`config.mk`:
```
export PLATFORM = sky130hd
export DESIGN_NAME = hsv_hsl_to_rgb
export DESIGN_NICKNAME = d
export VERILOG_FILES = /design/src/hw/rtl/hsvrgb_pkg.sv /design/src/hw/rtl/hsv_hsl_to_rgb.sv
export SDC_FILE = /design/constraint.sdc
export NUM_CORES = 2
export LEC_CHECK = 0
export BUFFER_PORTS_ARGS = -buffer_cell sky130_fd_sc_hd__buf_2
export CAP_MARGIN = 15
export CORE_ASPECT_RATIO = 1.1
export CORE_MARGIN = 5
export CORE_UTILIZATION = 60
export DETAILED_ROUTE_END_ITERATION = 8
export PLACE_DENSITY_LB_ADDON = 0.08
export SLEW_MARGIN = 20
export SYNTH_ARGS = -nofsm -noshare
export SYNTH_HDL_FRONTEND = slang
export SYNTH_SLANG_ARGS = --single-unit
```
`constraint.sdc`:
```
create_clock -name clk -period 8.82 [get_ports clk]
set_input_delay 1.323 -clock clk [delete_from_list [all_inputs] [get_ports clk]]
set_output_delay 1.323 -clock clk [all_outputs]
set_load 0.02 [all_outputs]
```
`src/hw/rtl/hsvrgb_pkg.sv`:
```
// Constants and types shared by the HSV/HSL to RGB conversion pipeline.
package hsvrgb_pkg;

    // Field widths of the stream words.
    localparam int HUE_W      = 15;
    localparam int BYTE_W     = 8;
    localparam int IN_DATA_W  = 32;
    localparam int IN_USER_W  = 2;
    localparam int OUT_DATA_W = 24;

    // Bit positions in the input tuser.
    localparam int USER_MODE  = 0;
    localparam int USER_KNOWN = 1;

    // Hue is fixed point with this many fraction bits per degree.
    localparam int HUE_FRAC_BITS = 6;
    localparam int PER_SECTOR    = 60 << HUE_FRAC_BITS;
    localparam int FULL_TURN     = 6 * PER_SECTOR;
    localparam int PS_W          = $clog2(PER_SECTOR + 1);
    localparam int TURN_W        = $clog2(FULL_TURN + 1);
    localparam int HUE_CW        = (TURN_W > HUE_W) ? TURN_W : HUE_W;

    // Twice chroma and the offset, in units of 1/(2*255*255).
    localparam int CM_W = 18;

    // Channel numerator before the final division, rounding bias included.
    localparam longint CM_MAX  = 2 * 255 * 255;
    localparam longint SUM_MAX = (2 * CM_MAX + 255) * PER_SECTOR;
    localparam int     V_W     = $clog2(SUM_MAX + 1);

    // Exact division by the channel denominator through a ceiling reciprocal.
    localparam longint   DEN   = 510 * PER_SECTOR;
    localparam int       SHIFT = V_W + $clog2(DEN) + 1;
    localparam logic [63:0] RECIP = ((64'd1 << SHIFT) + 64'(DEN) - 64'd1) / 64'(DEN);
    localparam int       R_W   = $clog2(RECIP + 64'd1);
    localparam int       P_W   = V_W + R_W;
    localparam int       Q_W   = P_W - SHIFT;

    typedef logic [2:0] sector_t;

endpackage

```
`src/hw/rtl/hsv_hsl_to_rgb.sv`:
```
// Top level of the five-stage HSV/HSL to RGB pixel conversion pipeline.
//
// Usage: pixels enter on the s_axis channel and leave as RGB bytes on the
// m_axis channel. tuser bit 0 picks the color model (0 = HSV, 1 = HSL) and
// bit 1 says whether the hue is known; an unknown hue or one of 360 degrees
// or more gives grey. Hue is in 1/64 degree, saturation and level in 1/255.
// Throughput is one word per cycle while m_axis_tready is high: each of the
// five register stages holds one word, and the stage multipliers are all
// combinational.
// Reset clears the valid bit of every stage, so the pipeline comes up empty
// and ready. When the receiver drops m_axis_tready the output word holds;
// each earlier stage keeps moving as long as the stage after it is empty,
// so bubbles are squeezed out and input is taken until the pipeline is full.
// No word is dropped or repeated during a stall.
module hsv_hsl_to_rgb (
    input  logic                               clk,
    input  logic                               rst_n,
    input  logic                               s_axis_tvalid,
    output logic                               s_axis_tready,
    // hue[14:0], saturation[22:15], level[30:23], zero[31]
    input  logic [hsvrgb_pkg::IN_DATA_W-1:0]   s_axis_tdata,
    // mode[0], hue_known[1]
    input  logic [hsvrgb_pkg::IN_USER_W-1:0]   s_axis_tuser,
    output logic                               m_axis_tvalid,
    input  logic                               m_axis_tready,
    // red[7:0], green[15:8], blue[23:16]
    output logic [hsvrgb_pkg::OUT_DATA_W-1:0]  m_axis_tdata
);
    import hsvrgb_pkg::*;

    localparam int STAGES = 5;

    logic [STAGES-1:0] valid_reg;
    logic [STAGES:0]   ready;

    // Stage 1: chroma, offset, hue sector and position in the sector.
    logic              mode;
    logic              hue_known;
    logic [HUE_W-1:0]  hue;
    logic [BYTE_W-1:0] sat;
    logic [BYTE_W-1:0] lvl;
    logic [8:0]        twol;
    logic [8:0]        lvl_dist;
    logic [7:0]        factor;
    logic [15:0]       chroma;
    logic [15:0]       lvl255;
    logic [HUE_CW-1:0] hue_ext;
    logic [PS_W-1:0]   rem;

    logic [CM_W-1:0]   c2_next,  c2_reg;
    logic [CM_W-1:0]   m2_next,  m2_reg;
    sector_t           sec1_next, sec1_reg;
    logic [PS_W-1:0]   t_next,   t_reg;
    logic              ok1_next, ok1_reg;

    // Stage 2: scaled offset, chroma and the in-between value.
    logic [V_W-1:0]    base_next, base_reg;
    logic [V_W-1:0]    cp_next,   cp_reg;
    logic [V_W-1:0]    xt_next,   xt_reg;
    sector_t           sec2_reg;
    logic              ok2_reg;

    // Stage 3: channel numerators.
    logic [V_W-1:0]    add_r, add_g, add_b;
    logic [V_W-1:0]    vr_next, vr_reg;
    logic [V_W-1:0]    vg_next, vg_reg;
    logic [V_W-1:0]    vb_next, vb_reg;

    // Stage 4: quotients.
    logic [P_W-1:0]    pr, pg, pb;
    logic [Q_W-1:0]    qr_reg, qg_reg, qb_reg;

    // Stage 5: output bytes.
    logic [BYTE_W-1:0] red_next, green_next, blue_next;
    logic [BYTE_W-1:0] red_reg,  green_reg,  blue_reg;

    // A stage may load when it is empty or its word moves on in this cycle.
    always_comb
    begin
        ready[STAGES] = m_axis_tready;
        for (int i = STAGES - 1; i >= 0; i--)
        begin
            ready[i] = ~valid_reg[i] | ready[i+1];
        end
    end

    assign s_axis_tready = ready[0];
    assign m_axis_tvalid = valid_reg[STAGES-1];
    assign m_axis_tdata  = {blue_reg, green_reg, red_reg};

    always_ff @(posedge clk or negedge rst_n)
    begin
        if (!rst_n)
        begin
            valid_reg <= '0;
        end
        else
        begin
            if (ready[0])
            begin
                valid_reg[0] <= s_axis_tvalid;
            end
            for (int i = 1; i < STAGES; i++)
            begin
                if (ready[i])
                begin
                    valid_reg[i] <= valid_reg[i-1];
                end
            end
        end
    end

    // ---------------- Stage 1 ----------------
    always_comb
    begin
        mode      = s_axis_tuser[USER_MODE];
        hue_known = s_axis_tuser[USER_KNOWN];
        hue       = s_axis_tdata[HUE_W-1:0];
        sat       = s_axis_tdata[HUE_W +: BYTE_W];
        lvl       = s_axis_tdata[HUE_W+BYTE_W +: BYTE_W];

        // Distance of lightness from its middle value, |2l - 255|.
        twol     = {lvl, 1'b0};
        lvl_dist = (twol >= 9'd255) ? (twol - 9'd255) : (9'd255 - twol);
        factor   = mode ? 8'(9'd255 - lvl_dist) : lvl;
        chroma   = 16'({8'd0, sat} * {8'd0, factor});
        lvl255   = 16'({8'd0, lvl} * 16'd255);

        c2_next = {1'b0, chroma, 1'b0};
        if (mode)
        begin
            m2_next = {1'b0, lvl255, 1'b0} - CM_W'(chroma);
        end
        else
        begin
            m2_next = {1'b0, 16'(lvl255 - chroma), 1'b0};
        end

        hue_ext   = HUE_CW'(hue);
        sec1_next = '0;
        for (int k = 1; k < 6; k++)
        begin
            if (hue_ext >= HUE_CW'(k * PER_SECTOR))
            begin
                sec1_next = sec1_next + 3'd1;
            end
        end
        rem      = PS_W'(hue_ext - HUE_CW'(HUE_CW'(sec1_next) * HUE_CW'(PER_SECTOR)));
        t_next   = sec1_next[0] ? (PS_W'(PER_SECTOR) - rem) : rem;
        ok1_next = hue_known && (hue_ext < HUE_CW'(FULL_TURN));
    end

    always_ff @(posedge clk)
    begin
        if (ready[0])
        begin
            c2_reg   <= c2_next;
            m2_reg   <= m2_next;
            sec1_reg <= sec1_next;
            t_reg    <= t_next;
            ok1_reg  <= ok1_next;
        end
    end

    // ---------------- Stage 2 ----------------
    always_comb
    begin
        base_next = V_W'(V_W'(V_W'(m2_reg) + V_W'(255)) * V_W'(PER_SECTOR));
        cp_next   = V_W'(V_W'(c2_reg) * V_W'(PER_SECTOR));
        xt_next   = V_W'(V_W'(c2_reg) * V_W'(t_reg));
    end

    always_ff @(posedge clk)
    begin
        if (ready[1])
        begin
            base_reg <= base_next;
            cp_reg   <= cp_next;
            xt_reg   <= xt_next;
            sec2_reg <= sec1_reg;
            ok2_reg  <= ok1_reg;
        end
    end

    // ---------------- Stage 3 ----------------
    // Hexcone placement: each channel gets chroma, the in-between value
    // or nothing on top of the offset.
    always_comb
    begin
        add_r = '0;
        add_g = '0;
        add_b = '0;
        if (ok2_reg)
        begin
            case (sec2_reg)
                3'd0:
                begin
                    add_r = cp_reg;
                    add_g = xt_reg;
                end
                3'd1:
                begin
                    add_r = xt_reg;
                    add_g = cp_reg;
                end
                3'd2:
                begin
                    add_g = cp_reg;
                    add_b = xt_reg;
                end
                3'd3:
                begin
                    add_g = xt_reg;
                    add_b = cp_reg;
                end
                3'd4:
                begin
                    add_r = xt_reg;
                    add_b = cp_reg;
                end
                default:
                begin
                    add_r = cp_reg;
                    add_b = xt_reg;
                end
            endcase
        end
        vr_next = base_reg + add_r;
        vg_next = base_reg + add_g;
        vb_next = base_reg + add_b;
    end

    always_ff @(posedge clk)
    begin
        if (ready[2])
        begin
            vr_reg <= vr_next;
            vg_reg <= vg_next;
            vb_reg <= vb_next;
        end
    end

    // ---------------- Stage 4 ----------------
    // The reciprocal is rounded up and wide enough that the truncated
    // product equals the exact floor quotient.
    always_comb
    begin
        pr = P_W'(vr_reg) * P_W'(RECIP[R_W-1:0]);
        pg = P_W'(vg_reg) * P_W'(RECIP[R_W-1:0]);
        pb = P_W'(vb_reg) * P_W'(RECIP[R_W-1:0]);
    end

    always_ff @(posedge clk)
    begin
        if (ready[3])
        begin
            qr_reg <= pr[SHIFT +: Q_W];
            qg_reg <= pg[SHIFT +: Q_W];
            qb_reg <= pb[SHIFT +: Q_W];
        end
    end

    // ---------------- Stage 5 ----------------
    always_comb
    begin
        red_next   = (qr_reg > Q_W'(255)) ? 8'hFF : qr_reg[BYTE_W-1:0];
        green_next = (qg_reg > Q_W'(255)) ? 8'hFF : qg_reg[BYTE_W-1:0];
        blue_next  = (qb_reg > Q_W'(255)) ? 8'hFF : qb_reg[BYTE_W-1:0];
    end

    always_ff @(posedge clk)
    begin
        if (ready[4])
        begin
            red_reg   <= red_next;
            green_reg <= green_next;
            blue_reg  <= blue_next;
        end
    end

endmodule

```
==> results.json <==
{
  "status": "finished, final reports clean",
  "clk_latency_ns": 0.60,
  "worstSetupStartpoint": "vr_reg[13]",
  "crit_chain": "inv_1 > ha_1 > fa_1 > fa_1 > inv_1 > fa_1 > inv_1 > fa_1 > inv_1 > fa_1 > inv_1 > fa_1 > inv_1 > ha_1 > ha_1 > a21o_1 > a21o_1 > a21o_1 > a2111oi_0 > nor4_1 > o311ai_0 > nand3_1 > a21oi_1 > xnor2_1",
  "vias_per_cell": 5.504,
  "holdPathStages": 1,
  "initial_utilization_pct": 60.26,
  "n_fill_cell": 8583,
  "drt_iter0_drc": 2164,
  "yosys_warnings": 0,
  "hpwl_mm": 123.9,
  "fp.dieW_um": 315.0,
  "cts-resized-gates": 0,
  "die_area_sq_um": 108800,
  "grt_pass1_vias": 44260,
  "hold_buffers": 0,
  "syn-mean-instance-area_sq_um": 10.01,
  "gp_congestion": 0.9555,
  "drv_slew": 0,
  "cts_buffers": 36,
  "clockBufferDepth": 3,
  "async_flop_share_pct": 1.852,
  "maxCapViolations": 0,
  "grt_pass1_wl_mm": 235.1,
  "grt_start_max_net_pins": 84,
  "port_buffers": 62,
  "synth_ff_type": "edfxtp_1",
  "post_cts_buffers": 0,
  "cts_num_sinks": 270,
  "clock.fmax_ghz": 0.1316,
  "max_slew_margin_pct": 27.99,
  "slowest_delay_ns": 0.67,
  "synth_seq_cells": 270,
  "start_kind": "flop",
  "fin_nets": 8514,
  "grt-ovfl-total": 0,
  "skew_ns": 0.03460,
  "syn2layout_area_growth_pct": 5.320,
  "syn-cell-area_sq_um": 61390,
  "ff2ff_path_depth": 24,
  "antenna_found_initial": 1,
  "cts_tree": "done",
  "root_buffer": "clkbuf_16",
  "wire_per_inst_um": 19.06,
  "crit_path_end_kind": "flop",
  "min_period_ns": 7.598,
  "synth_cells": 6133,
  "period_share_pct": 86.14,
  "tightest_slew_ns": 1.080,
  "row_count": 123,
  "synthDistinctLibCells": 74,
  "via_count": 41860,
  "ys_seq_area_share_pct": 13.17,
  "finalHoldViolCount": 0,
  "drt_pass1_iterations": 5,
  "hp-class": "reg -> reg",
  "drive_gt1_share_pct": 3.243,
  "fin_setup_tns_ns": 0,
  "track_usage_pct": 27.25,
  "synth_fp_nets": 8445,
  "postRouteAntennaNets": 0,
  "rr_startpoint": "vr_reg[13]",
  "io_pins": 64,
  "cp.arrival_ns": 7.95,
  "required_ns": 9.17,
  "critical_path_class": "reg -> reg",
  "worstPathMaxFanout": 8,
  "drcViolationCount": 0,
  "design.core.area_sq_um": 101900,
  "crit_buf_inv": 6,
  "setup_violations": 0,
  "die_h_um": 345.5,
  "path_clk_slew_ns": 0.06,
  "wl_mm": 145.0,
  "critPathTopFamily": "adder cells",
  "min-delay-start": "valid_reg[1]",
  "slowest_stage": "edfxtp_1",
  "crit_cells": 24,
  "htreeDepth": 2,
  "grt_setup_unrepaired": "no",
  "synth_enable_flop_cells": 265
}
## kinds of logic (layout without fill, tap and decap cells)
kind of cell             after synthesis  count (layout)  synth area share [%]
multiplexers                          14              14                0.2364
AO/OA/AOI/OAI                        722             722                 7.800
buffers and inverters               1619            1715                 9.899
AND/OR/NAND/NOR                     1013            1013                 8.097
flip-flops                           270             270                 13.17
other                                  1               2              0.006108
XOR/XNOR                             220             220                 3.161
adder cells (fa/ha/maj)             2274            2274                 57.63
## Yosys cell counts (7+ instances only)
master | n | area [sq um]
nor2b_1 | 83 | 519.3
o21ai_0 | 110 | 550.5
nand2b_1 | 33 | 206.5
a21boi_0 | 30 | 225.2
mux2i_1 | 10 | 100.1
o21bai_1 | 30 | 225.2
inv_1 | 1556 | 5841
nand3b_1 | 10 | 75.07
o31a_1 | 7 | 61.31
o21a_1 | 39 | 292.8
a21o_1 | 98 | 735.7
a21oi_1 | 204 | 1021
a22oi_1 | 19 | 142.6
and3_1 | 33 | 206.5
o211ai_1 | 19 | 142.6
o31ai_1 | 15 | 112.6
and4_1 | 8 | 70.07
nor2_1 | 172 | 645.6
a211oi_1 | 22 | 165.2
xnor2_1 | 155 | 1358
xor2_1 | 64 | 560.5
ha_1 | 1351 | 16900
nor3_1 | 60 | 300.3
nand4_1 | 26 | 162.7
or2_2 | 28 | 175.2
a221oi_1 | 8 | 70.07
clkbuf_1 | 62 | 232.7
nand2_1 | 333 | 1250
and2_1 | 91 | 569.3
a31oi_1 | 27 | 168.9
nor4_1 | 8 | 50.05
o2111ai_1 | 9 | 78.83
a2111oi_0 | 9 | 78.83
edfxtp_1 | 265 | 7958
nand3_1 | 78 | 390.4
or3_1 | 37 | 231.5
fa_1 | 923 | 18480
a211o_1 | 12 | 105.1
## per-stage QoR
stage	area (sq um)	setup WS (ns)	utilization [%]	instances	hold slack, ns
after CTS	64650	1.235	63.45	7604	0.4585
after detailed placement	63440	0.7496	62.27	7539	0.4468
final	64660	1.222	63.46	7605	0.4592
after floorplan	61390	1.291	-	6133	0.4003
after global routing	64650	0.9358	63.46	7604	0.5081
after global placement	63440	0.8205	62.27	7539	0.4423
## per-layer routing
metal	global-route usage [%]	wire length [um]	up-vias
li1	-	-	20020
met1	36.85	63680	20740
met2	47.01	70680	874
met3	2.972	6244	232
met4	7.193	4374	0
met5	0	0	-
## worst paths after layout
path                           endpoint  slack (ns)
min reg2reg                valid_reg[2]        0.46
min                        valid_reg[2]        0.46
max                           qr_reg[9]        1.22
min in group asynchronous  valid_reg[2]        0.53
max in group asynchronous  valid_reg[3]        8.16
max reg2reg                   qr_reg[9]        1.22
## layout by cell type (no fill, tap or decap), drive strengths merged, types with 20 or more instances in the layout
| cell type | count |
|---|---|
| inv | 1563 |
| ha | 1351 |
| fa | 923 |
| nand2 | 333 |
| edfxtp | 265 |
| a21oi | 204 |
| nor2 | 172 |
| xnor2 | 155 |
| o21ai | 111 |
| a21o | 98 |
| buf | 94 |
| and2 | 91 |
| nor2b | 83 |
| nand3 | 78 |
| xor2 | 64 |
| nor3 | 60 |
| clkbuf | 42 |
| o21a | 39 |
| or3 | 37 |
| and3 | 33 |
| nand2b | 33 |
| a21boi | 32 |
| o21bai | 30 |
| or2 | 28 |
| a31oi | 27 |
| nand4 | 26 |
| a211oi | 22 |
| o211ai | 20 |
## area by class of cell
| class | count | area (sq um) | area share, % |
|---|---|---|---|
| sequential | 270 | 8083 | 12.50 |
| timing repair buffer | 94 | 550.5 | 0.8515 |
| multi-input combinational | 4244 | 47260 | 73.09 |
| clock inverter | 23 | 279.0 | 0.4315 |
| tap | 1375 | 1720 | 2.661 |
| inverter | 1556 | 5841 | 9.033 |
| antenna | 1 | 2.502 | 0.003870 |
| clock buffer | 42 | 923.4 | 1.428 |
Power is not shown: default switching activity piles up to over one toggle a cycle in this logic, so the estimate is an artifact.
